[config.mk]
export PLATFORM = sky130hd
export DESIGN_NAME = l1dmp_ctrl
export DESIGN_NICKNAME = d
export VERILOG_FILES = /design/src/hdl/l1dmp_pkg.sv /design/src/hdl/l1dmp_ctrl.sv
export SDC_FILE = /design/constraint.sdc
export NUM_CORES = 1
export LEC_CHECK = 0
export BUFFER_PORTS_ARGS = -buffer_cell sky130_fd_sc_hd__buf_4
export CAP_MARGIN = 20
export CORE_ASPECT_RATIO = 1.4
export CORE_UTILIZATION = 25
export CTS_BUF_LIST = sky130_fd_sc_hd__clkbuf_8
export DETAILED_ROUTE_END_ITERATION = 10
export HOLD_SLACK_MARGIN = 0.03
export RECOVER_POWER = 25
export SLEW_MARGIN = 20
export SYNTH_ARGS = -nofsm -noshare
export SYNTH_HDL_FRONTEND = slang
export SYNTH_SLANG_ARGS = --single-unit
[constraint.sdc]
create_clock -name aclk -period 3.35 [get_ports aclk]
set_clock_uncertainty 0.05 [all_clocks]
set_input_delay 0.5025 -clock aclk [delete_from_list [all_inputs] [get_ports aclk]]
set_output_delay 0.5025 -clock aclk [all_outputs]
set_load 0.1 [all_outputs]
[src/hdl/l1dmp_pkg.sv]
// ----------------------------------------------------------------------------
// L1 distance matrix product package
// Shared constants, codes and control structures of the block.
// ----------------------------------------------------------------------------
package l1dmp_pkg;

    // Default dimensions and element width of the stores.
    localparam int MAX_ROWS_DEF      = 64;
    localparam int MAX_COLS_DEF      = 64;
    localparam int MAX_DEPTH_DEF     = 64;
    localparam int ELEMENT_WIDTH_DEF = 16;

    // Fixed field widths of the streams and the configuration port.
    localparam int RESULT_WIDTH = 23;
    localparam int IDX_W        = 6;
    localparam int VALUE_W      = 16;
    localparam int FUNC_W       = 2;
    localparam int REG_W        = 7;
    localparam int CFG_IDX_W    = 2;

    // Clamped dimensions stay below 128 and are held in nine bits.
    localparam int DIM_W = 9;

    // Input function codes.
    localparam logic [FUNC_W-1:0] FUNC_WR_A    = 2'd0;
    localparam logic [FUNC_W-1:0] FUNC_WR_B    = 2'd1;
    localparam logic [FUNC_W-1:0] FUNC_WR_C    = 2'd2;
    localparam logic [FUNC_W-1:0] FUNC_COMPUTE = 2'd3;

    // Operating modes.
    localparam logic [1:0] MODE_FORWARD = 2'd0;
    localparam logic [1:0] MODE_GRAD_A  = 2'd1;
    localparam logic [1:0] MODE_GRAD_B  = 2'd2;
    localparam logic [1:0] MODE_UNUSED  = 2'd3;

    // Configuration register indexes.
    localparam logic [CFG_IDX_W-1:0] CFG_MODE  = 2'd0;
    localparam logic [CFG_IDX_W-1:0] CFG_ROWS  = 2'd1;
    localparam logic [CFG_IDX_W-1:0] CFG_COLS  = 2'd2;
    localparam logic [CFG_IDX_W-1:0] CFG_DEPTH = 2'd3;

    // Configuration reset values.
    localparam logic [1:0]       MODE_RST = MODE_FORWARD;
    localparam logic [REG_W-1:0] DIM_RST  = 7'd64;

    // Effective configuration seen by the controller and the datapath.
    typedef struct packed {
        logic [1:0]       mode;
        logic [DIM_W-1:0] nr;
        logic [DIM_W-1:0] nc;
        logic [DIM_W-1:0] nd;
    } cfg_t;

    // Commands from the controller to the datapath.
    typedef struct packed {
        logic wr_a;
        logic wr_b;
        logic wr_c;
        logic start;
        logic issue;
        logic load_out;
    } cmd_t;

    // Status from the datapath to the controller.
    typedef struct packed {
        logic k_last;
        logic out_free;
    } status_t;

endpackage

[src/hdl/l1dmp_ctrl.sv]
// ----------------------------------------------------------------------------
// L1 distance matrix product controller
// Accepts input transactions, decodes writes and compute requests and
// sequences the term walk, the drain and the hand-off to the output register.
// ----------------------------------------------------------------------------
module l1dmp_ctrl #(
    parameter int MAX_ROWS  = l1dmp_pkg::MAX_ROWS_DEF,
    parameter int MAX_COLS  = l1dmp_pkg::MAX_COLS_DEF,
    parameter int MAX_DEPTH = l1dmp_pkg::MAX_DEPTH_DEF
) (
    input  logic                             aclk,
    input  logic                             aresetn,
    input  l1dmp_pkg::cfg_t                  cfg,
    input  logic                             in_valid,
    output logic                             in_ready,
    input  logic [l1dmp_pkg::FUNC_W-1:0]     in_func,
    input  logic [l1dmp_pkg::IDX_W-1:0]      in_row,
    input  logic [l1dmp_pkg::IDX_W-1:0]      in_col,
    input  l1dmp_pkg::status_t               status,
    output l1dmp_pkg::cmd_t                  cmd
);

    localparam logic [1:0] S_IDLE  = 2'd0;
    localparam logic [1:0] S_RUN   = 2'd1;
    localparam logic [1:0] S_DRAIN = 2'd2;
    localparam logic [1:0] S_DONE  = 2'd3;

    logic [1:0] state_reg;
    logic [1:0] state_next;
    logic       accept;
    logic       row_ok_a;
    logic       row_ok_c;
    logic       row_ok_b;
    logic       col_ok_a;
    logic       col_ok_bc;
    logic       compute_ok;

    assign in_ready = (state_reg == S_IDLE);
    assign accept   = in_valid && in_ready;

    // Physical bounds of the stores for element writes.
    assign row_ok_a  = (32'(in_row) < 32'(MAX_ROWS));
    assign row_ok_c  = row_ok_a;
    assign row_ok_b  = (32'(in_row) < 32'(MAX_DEPTH));
    assign col_ok_a  = (32'(in_col) < 32'(MAX_DEPTH));
    assign col_ok_bc = (32'(in_col) < 32'(MAX_COLS));

    // A result comes only in a used mode and inside the matrix in use.
    assign compute_ok = (cfg.mode != l1dmp_pkg::MODE_UNUSED) &&
                        (l1dmp_pkg::DIM_W'(in_row) < cfg.nr) &&
                        (l1dmp_pkg::DIM_W'(in_col) < cfg.nc);

    // Next state and command decode.
    always_comb begin
        state_next = state_reg;
        cmd        = '0;
        unique case (state_reg)
            S_IDLE: begin
                if (accept) begin
                    unique case (in_func)
                        l1dmp_pkg::FUNC_WR_A: cmd.wr_a = row_ok_a && col_ok_a;
                        l1dmp_pkg::FUNC_WR_B: cmd.wr_b = row_ok_b && col_ok_bc;
                        l1dmp_pkg::FUNC_WR_C: cmd.wr_c = row_ok_c && col_ok_bc;
                        l1dmp_pkg::FUNC_COMPUTE: begin
                            if (compute_ok) begin
                                cmd.start  = 1'b1;
                                state_next = (cfg.nd == '0) ? S_DONE : S_RUN;
                            end
                        end
                        default: ;
                    endcase
                end
            end
            S_RUN: begin
                cmd.issue = 1'b1;
                if (status.k_last) begin
                    state_next = S_DRAIN;
                end
            end
            S_DRAIN: begin
                state_next = S_DONE;
            end
            S_DONE: begin
                if (status.out_free) begin
                    cmd.load_out = 1'b1;
                    state_next   = S_IDLE;
                end
            end
            default: state_next = S_IDLE;
        endcase
    end

    // State register.
    always_ff @(posedge aclk) begin
        if (!aresetn) begin
            state_reg <= S_IDLE;
        end else begin
            state_reg <= state_next;
        end
    end

endmodule

==> flow_summary.json, run 1 <==
{
  "maxCapViolCount": 0,
  "nNetsFinal": 198,
  "cp_data_arrival_time_ns": 1.98,
  "coreArea_um2": 2020,
  "max_freq_mhz": 395,
  "gp_congestion": 0.649,
  "holdWs_ns": 0.458,
  "drt_wl_total_um": 1540,
  "drv_slew": 0,
  "finalHoldViolations": 0,
  "period_needed_ns": 2.53,
  "power_density_nw_per_um2": 296,
  "hold_depth": 2,
  "viasPerCell": 4.78,
  "dieArea_um2": 2430,
  "setup_viol": 0,
  "hold_class": "reg -> reg",
  "ios": 55,
  "antenna_cells": 0,
  "fill_cells": 209,
  "numCtsBuffers": 3,
  "hold_start": "state_reg[1]$_SDFFE_PN0P_",
  "ir_worst_vdd_uv": 231,
  "antenna_found_initial": 0,
  "busiest_layer": "met2",
  "initial_utilization_pct": 27.6,
  "worst_setup_path_start_kind": "input pin",
  "cts_sinks": 2,
  "relSlewSlack_pct": 23.0,
  "endpoint_kind": "primary output",
  "syn_to_final_growth_pct": 86.1,
  "max_slew.worst_pin.slew_ns": 1.16,
  "dpl-instance-area_um2": 1000,
  "clk_path_buf_depth": 2,
  "dpl.hpwl_um": 1380,
  "die_x_um": 41.9,
  "syn_avg_cell_area_um2": 7.25,
  "rsz0062_at_grt": "false",
  "drtIter0Drc": 4,
  "r2r-start": "state_reg[1]$_SDFFE_PN0P_",
  "postCtsSetupBuffers": 0,
  "num_rows": 19,
  "drc": 0,
  "synthCells": 77,
  "h-tree-depth": 1,
  "grt_pass1_wl_um": 2750,
  "clkTransAtPathRegs_ns": 0.03,
  "fin_util_pct": 51.4,
  "crit_fanout": 2,
  "grt-ovfl-total": 0,
  "routedWlPerCell_um": 9.90,
  "yosysUniqueCellTypes": 27,
  "min_period_over_period_pct": 75.5,
  "syn_area_um2": 558,
  "path_class": "in -> out",
  "cts-resized-gates": 0,
  "cts_tree": "done",
  "syn-num-nets": 139,
  "finalNonFillerCells": 155,
  "clock_latency_ns": 0.21,
  "status": "finished, final reports clean",
  "yosys_warnings": 0,
  "seq_area_frac_synth_pct": 7.17,
  "io_buffers": 54,
  "multi_input_area_um2": 465,
  "regArea_um2": 40.0,
  "reg2reg_slack_ns": 1.76,
  "drt_first_pass_iters": 2,
  "p_leak_uw": 0.000559,
  "grt_use_met3_pct": 0.623,
  "ant_nets": 0,
  "grt_use_met2_pct": 28.3,
  "worstReg2RegEnd": "state_reg[1]$_SDFFE_PN0P_",
  "power.total_uw": 307,
  "postLayoutCellArea_um2": 1040,
  "grt.met1_usage_pct": 13.7,
  "grtUsageTotal_pct": 13.9,
  "rr_worst_depth": 7,
  "dp.cells": 152,
  "worstPathRequired_ns": 2.80,
  "dieHeight_um": 57.9,
  "largest_reg_flops": 2,
  "grt_pass1_vias": 773,
  "clockRootBuffer": "clkbuf_8",
  "vias": 741,
  "drive_gt1_share_pct": 47.8,
  "grt_max_degree": 9,
  "cts_hold_buf": 0,
  "holdPathEnd": "state_reg[1]$_SDFFE_PN0P_",
  "synth_seq_cells": 2
}
-- stage by stage --
| stage | TNS, ns | worst slack [ns] |
|---|---|---|
| global route | 0 | 0.639 |
| global placement | 0 | 0.843 |
| detailed placement | 0 | 0.804 |
| finish | 0 | 0.819 |
| floorplan | -0.116 | -0.0720 |
| CTS | 0 | 0.800 |
-- cells by family after synthesis --
family                     after synthesis  synth area share, %
and+or+nand+nor                         27                 28.0
buffers and inverters                   18                 12.1
AOI/OAI and AO/OA                       15                 19.5
adders and majority gates               14                 31.4
DFF                                      2                 7.18
muxes                                    1                 1.79
-- synthesized netlist by cell type --
cell | instances | area (um^2)
inv_1 | 18 | 67.6
ha_1 | 14 | 175
nand2_1 | 7 | 26.3
nor3_1 | 5 | 25.0
o21ai_0 | 5 | 25.0
a21oi_1 | 3 | 15.0
nor3b_1 | 3 | 22.5
and2_1 | 2 | 12.5
dfxtp_1 | 2 | 40.0
a211oi_1 | 1 | 7.51
a31oi_2 | 1 | 12.5
and3_2 | 1 | 7.51
mux2i_1 | 1 | 10.0
nand2b_1 | 1 | 6.26
nand3_1 | 1 | 5.00
nand4_1 | 1 | 6.26
nor2_1 | 1 | 3.75
nor2b_1 | 1 | 6.26
nor4_1 | 1 | 6.26
nor4b_1 | 1 | 8.76
o2111ai_2 | 1 | 15.0
o21ai_2 | 1 | 8.76
o22ai_1 | 1 | 6.26
o311a_2 | 1 | 11.3
o31ai_1 | 1 | 7.51
or3_1 | 1 | 6.26
or4b_4 | 1 | 13.8
-- placed cells by master, fill, tap and decap left out, types with 2 or more instances in the layout --
master	synthesis	routed
nand2_1	7	7
clkbuf_8	0	3
clkbuf_1	0	2
and2_1	2	2
ha_1	14	14
nor3b_2	0	2
buf_4	0	52
dfxtp_1	2	2
inv_1	18	18
a21oi_1	3	3
o21ai_0	5	5
nor3_1	5	4
-- critical path, stage by stage --
cell and delay, ns:
buf_4 0.11, ha_1 0.28, nand2_1 0.05, o21ai_0 0.22, nand3_1 0.10, and2_1 0.16
o311a_2 0.32, buf_4 0.23
-- final cells by class --
type	count	area share, %
Clock buffer	3	3.98
Inverter	18	6.51
Multi-Input combinational cell	57	44.8
Sequential cell	2	3.86
Tap cell	21	2.53
Timing Repair Buffer	54	38.3
-- worst max path at each step --
stage / start / endpoint / slack (ns) / depth (start not counted)
6_report: in_row[2] / cmd[2] / 0.82 / 8
5_1_grt: cfg[20] / cmd[2] / 0.64 / 9
4_1_cts: cfg[20] / cmd[2] / 0.80 / 9
3_5_place_dp: cfg[20] / cmd[2] / 0.80 / 9
3_3_place_gp: in_row[2] / cmd[2] / 0.84 / 8
2_1_floorplan: state_reg[0]$_SDFFE_PN0P_ / cmd[4] / -0.07 / 4
-- power breakdown --
| part | switching (uW) | total (uW) | internal (uW) |
|---|---|---|---|
| clock network | 19.1 | 95.1 | 76.0 |
| logic | 112 | 183 | 71.1 |
| registers | 2.40 | 29.4 | 27.0 |
-- per-layer routing --
metal / vias up / part of all wire [%]
met5: - / 0
met4: 0 / 1.2
met3: 2 / 7.6
met2: 34 / 55
li1: 383 / -
met1: 322 / 36
Note: power is estimated with default switching activity, not from simulation.
==> inputs of run 2 (changes only) <==
Clock period 3.35 ns to 2.6 ns, I/O delays scaled along.
==> flow_summary.json, run 2 (synthesis results as in run 1) <==
{
  "hold_start": "aresetn",
  "max_slew.worst_pin.slew_ns": 1.16,
  "place_ws_ns": 0.283,
  "switching_share_pct": 43.2,
  "cts_tree": "done",
  "largest_reg_flops": 2,
  "rsz0062_at_grt": "false",
  "finalNonFillerCells": 155,
  "syn_to_final_growth_pct": 91.7,
  "reg2reg_slack_ns": 1.09,
  "postLayoutCellArea_um2": 1070,
  "initial_utilization_pct": 27.6,
  "dieHeight_um": 57.9,
  "dieArea_um2": 2430,
  "path_class": "in -> out",
  "grt-ovfl-total": 0,
  "gp_congestion": 0.707,
  "status": "finished, final reports clean",
  "routedWlPerCell_um": 9.85,
  "r2r-start": "state_reg[1]$_SDFFE_PN0P_",
  "pwr-share-comb_pct": 60.6,
  "ios": 55,
  "h-tree-depth": 1,
  "ant_nets": 0,
  "min_period_over_period_pct": 89.0,
  "holdPathEnd": "state_reg[0]$_SDFFE_PN0P_",
  "io_buffers": 54,
  "cp_data_arrival_time_ns": 1.87,
  "worstPathRequired_ns": 2.16,
  "cts_hold_buf": 0,
  "nNetsFinal": 198,
  "p_sw_uw": 175,
  "ir_worst_vdd_uv": 186,
  "dpl-instance-area_um2": 1040,
  "crit_fanout": 2,
  "drt_first_pass_iters": 2,
  "clk_path_buf_depth": 2,
  "fill_cells": 202,
  "p_leak_uw": 0.000573,
  "regArea_um2": 40.0,
  "clock_power_share_pct": 30.0,
  "finalSetupTns_ns": 0,
  "setup_viol": 0,
  "vias": 736,
  "worst_setup_path_start_kind": "input pin",
  "worstReg2RegEnd": "state_reg[1]$_SDFFE_PN0P_",
  "path_delay_family": "compound AO/OA/AOI/OAI gates",
  "drv_slew": 0,
  "dpl.hpwl_um": 1440,
  "power_density_nw_per_um2": 379,
  "grt_pass1_vias": 753,
  "hold_class": "in -> reg",
  "antenna_found_initial": 0,
  "drtIter0Drc": 4,
  "grt_max_degree": 9,
  "period_needed_ns": 2.31,
  "max_freq_mhz": 432,
  "drt_wl_total_um": 1530,
  "grt_pass1_wl_um": 2820,
  "grtUsageTotal_pct": 14.2,
  "cp_slowest_cell": "o311a_2",
  "startpoint": "cfg[20]",
  "drive_gt1_share_pct": 48.5,
  "die_x_um": 41.9,
  "antenna_cells": 0,
  "cts-resized-gates": 0,
  "final_common_cell": "buf_4",
  "num_rows": 19,
  "coreArea_um2": 2020,
  "layout_common_cells": "buf_4 (53), inv_1 (18), ha_1 (13)",
  "finalHoldViolations": 0,
  "clkTransAtPathRegs_ns": 0.03,
  "clockRootBuffer": "clkbuf_8",
  "crit_top_cell": "buf_4",
  "viasPerCell": 4.75,
  "drc": 0,
  "path_cells": "buf_4 -> inv_1 -> ha_1 -> nand2_1 -> o21ai_0 -> nand3_1 -> and2_1 -> o311a_2 -> buf_4",
  "postCtsSetupBuffers": 0,
  "setup_ws_ns": 0.286,
  "rr_worst_depth": 7,
  "numCtsBuffers": 3,
  "dp.cells": 152,
  "hold_depth": 3,
  "seq_power_share_pct": 9.4,
  "slowest_delay_ns": 0.32,
  "path_buf_inv": 3,
  "maxCapViolCount": 0,
  "cts_sinks": 2,
  "multi_input_area_um2": 493,
  "endpoint_kind": "primary output",
  "clock_latency_ns": 0.21,
  "p_int_uw": 230,
  "relSlewSlack_pct": 22.9
}
==> run 2: per-layer routing <==
metal / part of all wire, % / track usage (%)
met1: 33 / 13.3
met2: 60 / 30.8
met3: 6.0 / 1.25
met4: 1.2 / 4.15
met5: 0 / 0
==> run 2: power groups by stage <==
| stage | Combinational [uW] | Clock (uW) | Sequential [uW] |
|---|---|---|---|
| final | 246 | 122 | 37.9 |
| after global routing | 271 | 129 | 38.3 |
| after CTS | 255 | 127 | 38.1 |
| after detailed placement | 255 | 0 | 38.4 |
| after global placement | 251 | 0 | 38.3 |
| after floorplan | 172 | 0 | 37.6 |
==> run 2: cell type report <==
class,instances,share of cell area (%)
clock buffer,3,3.86
inverter,18,6.32
multi-input combinational,57,46.1
sequential,2,3.74
tap,21,2.46
timing repair buffer,54,37.5
==> run 2: worst reg2reg max path, delay by kind of cell (launching register included) <==
kind / cells / cell delay (ns)
flops: 1 / 0.37
compound gates: 2 / 0.39
fa+ha+maj: 1 / 0.19
mux: 1 / 0.15
buf+inv: 1 / 0.10
simple gates: 2 / 0.12
==> run 2: worst max-delay path by stage <==
| stage | end | depth (start not counted) |
|---|---|---|
| 6_report | cmd[2] | 9 |
| 5_1_grt | cmd[2] | 8 |
| 4_1_cts | cmd[2] | 9 |
| 3_5_place_dp | cmd[2] | 9 |
| 3_3_place_gp | cmd[2] | 8 |
| 2_1_floorplan | cmd[3] | 4 |
==> run 2: through the flow <==
step | util (%) | power [uW] | hold WS (ns)
2_1_floorplan | - | 209 | 0.421
3_3_place_gp | 51.3 | 289 | 0.446
6_report | 52.9 | 406 | 0.395
5_1_grt | 52.9 | 438 | 0.400
4_1_cts | 53.3 | 420 | 0.388
3_5_place_dp | 51.3 | 293 | 0.457
==> inputs of run 3 (changes only) <==
==> constraint.sdc (replaced) <==
create_clock -name aclk -period 2.6 [get_ports aclk]
set_clock_uncertainty 0.05 [all_clocks]
set_input_delay 0.65 -clock aclk [delete_from_list [all_inputs] [get_ports aclk]]
set_output_delay 0.65 -clock aclk [all_outputs]
set_load 0.1 [all_outputs]
==> flow_summary.json, run 3 (synthesis results as in run 1) <==
{
  "ios": 55,
  "dpl.hpwl_um": 1390,
  "setup_ws_ns": -0.0233,
  "antenna_cells": 0,
  "finalHoldViolations": 0,
  "gp_congestion": 0.645,
  "die_x_um": 41.9,
  "syn_to_final_growth_pct": 108,
  "cts_tree": "done",
  "viasPerCell": 4.76,
  "drv_slew": 0,
  "clkTransAtPathRegs_ns": 0.03,
  "cp_data_arrival_time_ns": 1.92,
  "coreArea_um2": 2020,
  "initial_utilization_pct": 27.6,
  "dieHeight_um": 57.9,
  "path_class": "in -> out",
  "min_period_over_period_pct": 101,
  "num_rows": 19,
  "numCtsBuffers": 3,
  "clockRootBuffer": "clkbuf_8",
  "endpoint_kind": "primary output",
  "clk_path_buf_depth": 2,
  "period_needed_ns": 2.62,
  "worstReg2RegEnd": "state_reg[1]$_SDFFE_PN0P_",
  "cp_slowest_cell": "o311a_4",
  "nNetsFinal": 202,
  "finalSetupTns_ns": -0.0233,
  "rr_worst_depth": 7,
  "largest_reg_flops": 2,
  "drive_gt1_share_pct": 57.2,
  "hold_class": "reg -> reg",
  "vias": 757,
  "rsz0062_at_grt": "true",
  "h-tree-depth": 1,
  "pwr-share-comb_pct": 63.1,
  "dpl-instance-area_um2": 1070,
  "clock_latency_ns": 0.21,
  "p_leak_uw": 0.000604,
  "r2r-start": "state_reg[1]$_SDFFE_PN0P_",
  "grtUsageTotal_pct": 13.5,
  "ant_nets": 0,
  "layout_common_cells": "buf_4 (55), inv_1 (16), ha_1 (11)",
  "relSlewSlack_pct": 64.1,
  "final_common_cell": "buf_4",
  "p_sw_uw": 182,
  "cts_sinks": 2,
  "status": "complete, but fails checks",
  "maxCapViolCount": 0,
  "antenna_found_initial": 0,
  "max_slew.worst_pin.slew_ns": 0.540,
  "path_cells": "buf_4 -> ha_4 -> nand2_2 -> o21ai_2 -> nand3_1 -> and2_4 -> o311a_4 -> buf_12",
  "seq_power_share_pct": 8.9,
  "crit_fanout": 2,
  "setup_viol": 1,
  "reg2reg_slack_ns": 1.12,
  "drc": 0,
  "grt-ovfl-total": 0,
  "power_density_nw_per_um2": 370,
  "slowest_delay_ns": 0.31,
  "drt_first_pass_iters": 3,
  "switching_share_pct": 42.4,
  "worstPathRequired_ns": 1.90,
  "dieArea_um2": 2430,
  "hold_depth": 2,
  "cts_hold_buf": 0,
  "grt_pass1_wl_um": 2550,
  "hold_start": "state_reg[1]$_SDFFE_PN0P_",
  "holdPathEnd": "state_reg[1]$_SDFFE_PN0P_",
  "holdWs_ns": 0.451,
  "ir_worst_vdd_uv": 293,
  "postLayoutCellArea_um2": 1160,
  "clock_power_share_pct": 28.0,
  "worst_setup_path_start_kind": "input pin",
  "max_freq_mhz": 381,
  "violations": "setup timing",
  "drtIter0Drc": 5,
  "p_int_uw": 248,
  "routedWlPerCell_um": 9.71,
  "grt_pass1_vias": 749,
  "drt_wl_total_um": 1540,
  "io_buffers": 54,
  "grt_max_degree": 9
}
## run 3: how the worst max path moves through the flow
stage,from,endpoint,depth (start not counted)
4_1_cts,cfg[20],cmd[2],9
3_5_place_dp,cfg[20],cmd[2],9
5_1_grt,cfg[20],cmd[2],9
3_3_place_gp,in_row[2],cmd[2],8
6_report,in_row[2],cmd[2],8
2_1_floorplan,state_reg[1]$_SDFFE_PN0P_,cmd[3],4
## run 3: what timing repair did
item                                    4_1_cts  5_1_grt
endpoints found under the setup margin        1        1
gates cloned                                  0        0
gates resized for setup                       8        3
pin swaps                                     3        1
setup buffers                                 1        0
## run 3: power by group through the flow
stage	registers, uW	clock network, uW	logic [uW]
floorplan	37.6	0	175
global placement	38.3	0	259
detailed placement	38.5	0	262
CTS	38.2	124	273
global route	38.3	134	294
finish	38.0	120	271
## run 3: worst max-delay path, delay by kind of cell
kind	cells	cell delay (ns)
AOI/OAI and AO/OA	2	0.43
buffers and inverters	2	0.29
and+or+nand+nor	3	0.29
adders and majority gates	1	0.26
## run 3: metrics by stage
stage	power [uW]	setup WS (ns)	utilization, %	cells
detailed placement	300	-0.192	53.0	155
floorplan	213	0.0338	-	77
global route	467	-0.0961	57.5	159
global placement	297	-0.181	53.0	155
CTS	435	-0.0480	57.0	159
finish	430	-0.0233	57.5	159
## run 3: per-layer routing
layer | vias to the layer above | routed length [um] | part of all wire (%) | GRT usage, %
met5 | - | 0 | 0 | 0
met4 | 0 | 0 | 0 | 5.53
met3 | 0 | 151 | 9.8 | 4.67
met2 | 37 | 868 | 56 | 28.3
met1 | 326 | 524 | 34 | 10.8
li1 | 394 | - | - | -
## run 3: area by class of cell
class	instances	area, um^2
Clock buffer	3	41.3
Fill cell	197	860
Inverter	18	67.6
Multi-Input combinational cell	57	543
Sequential cell	2	40.0
Tap cell	21	26.3
Timing Repair Buffer	58	443
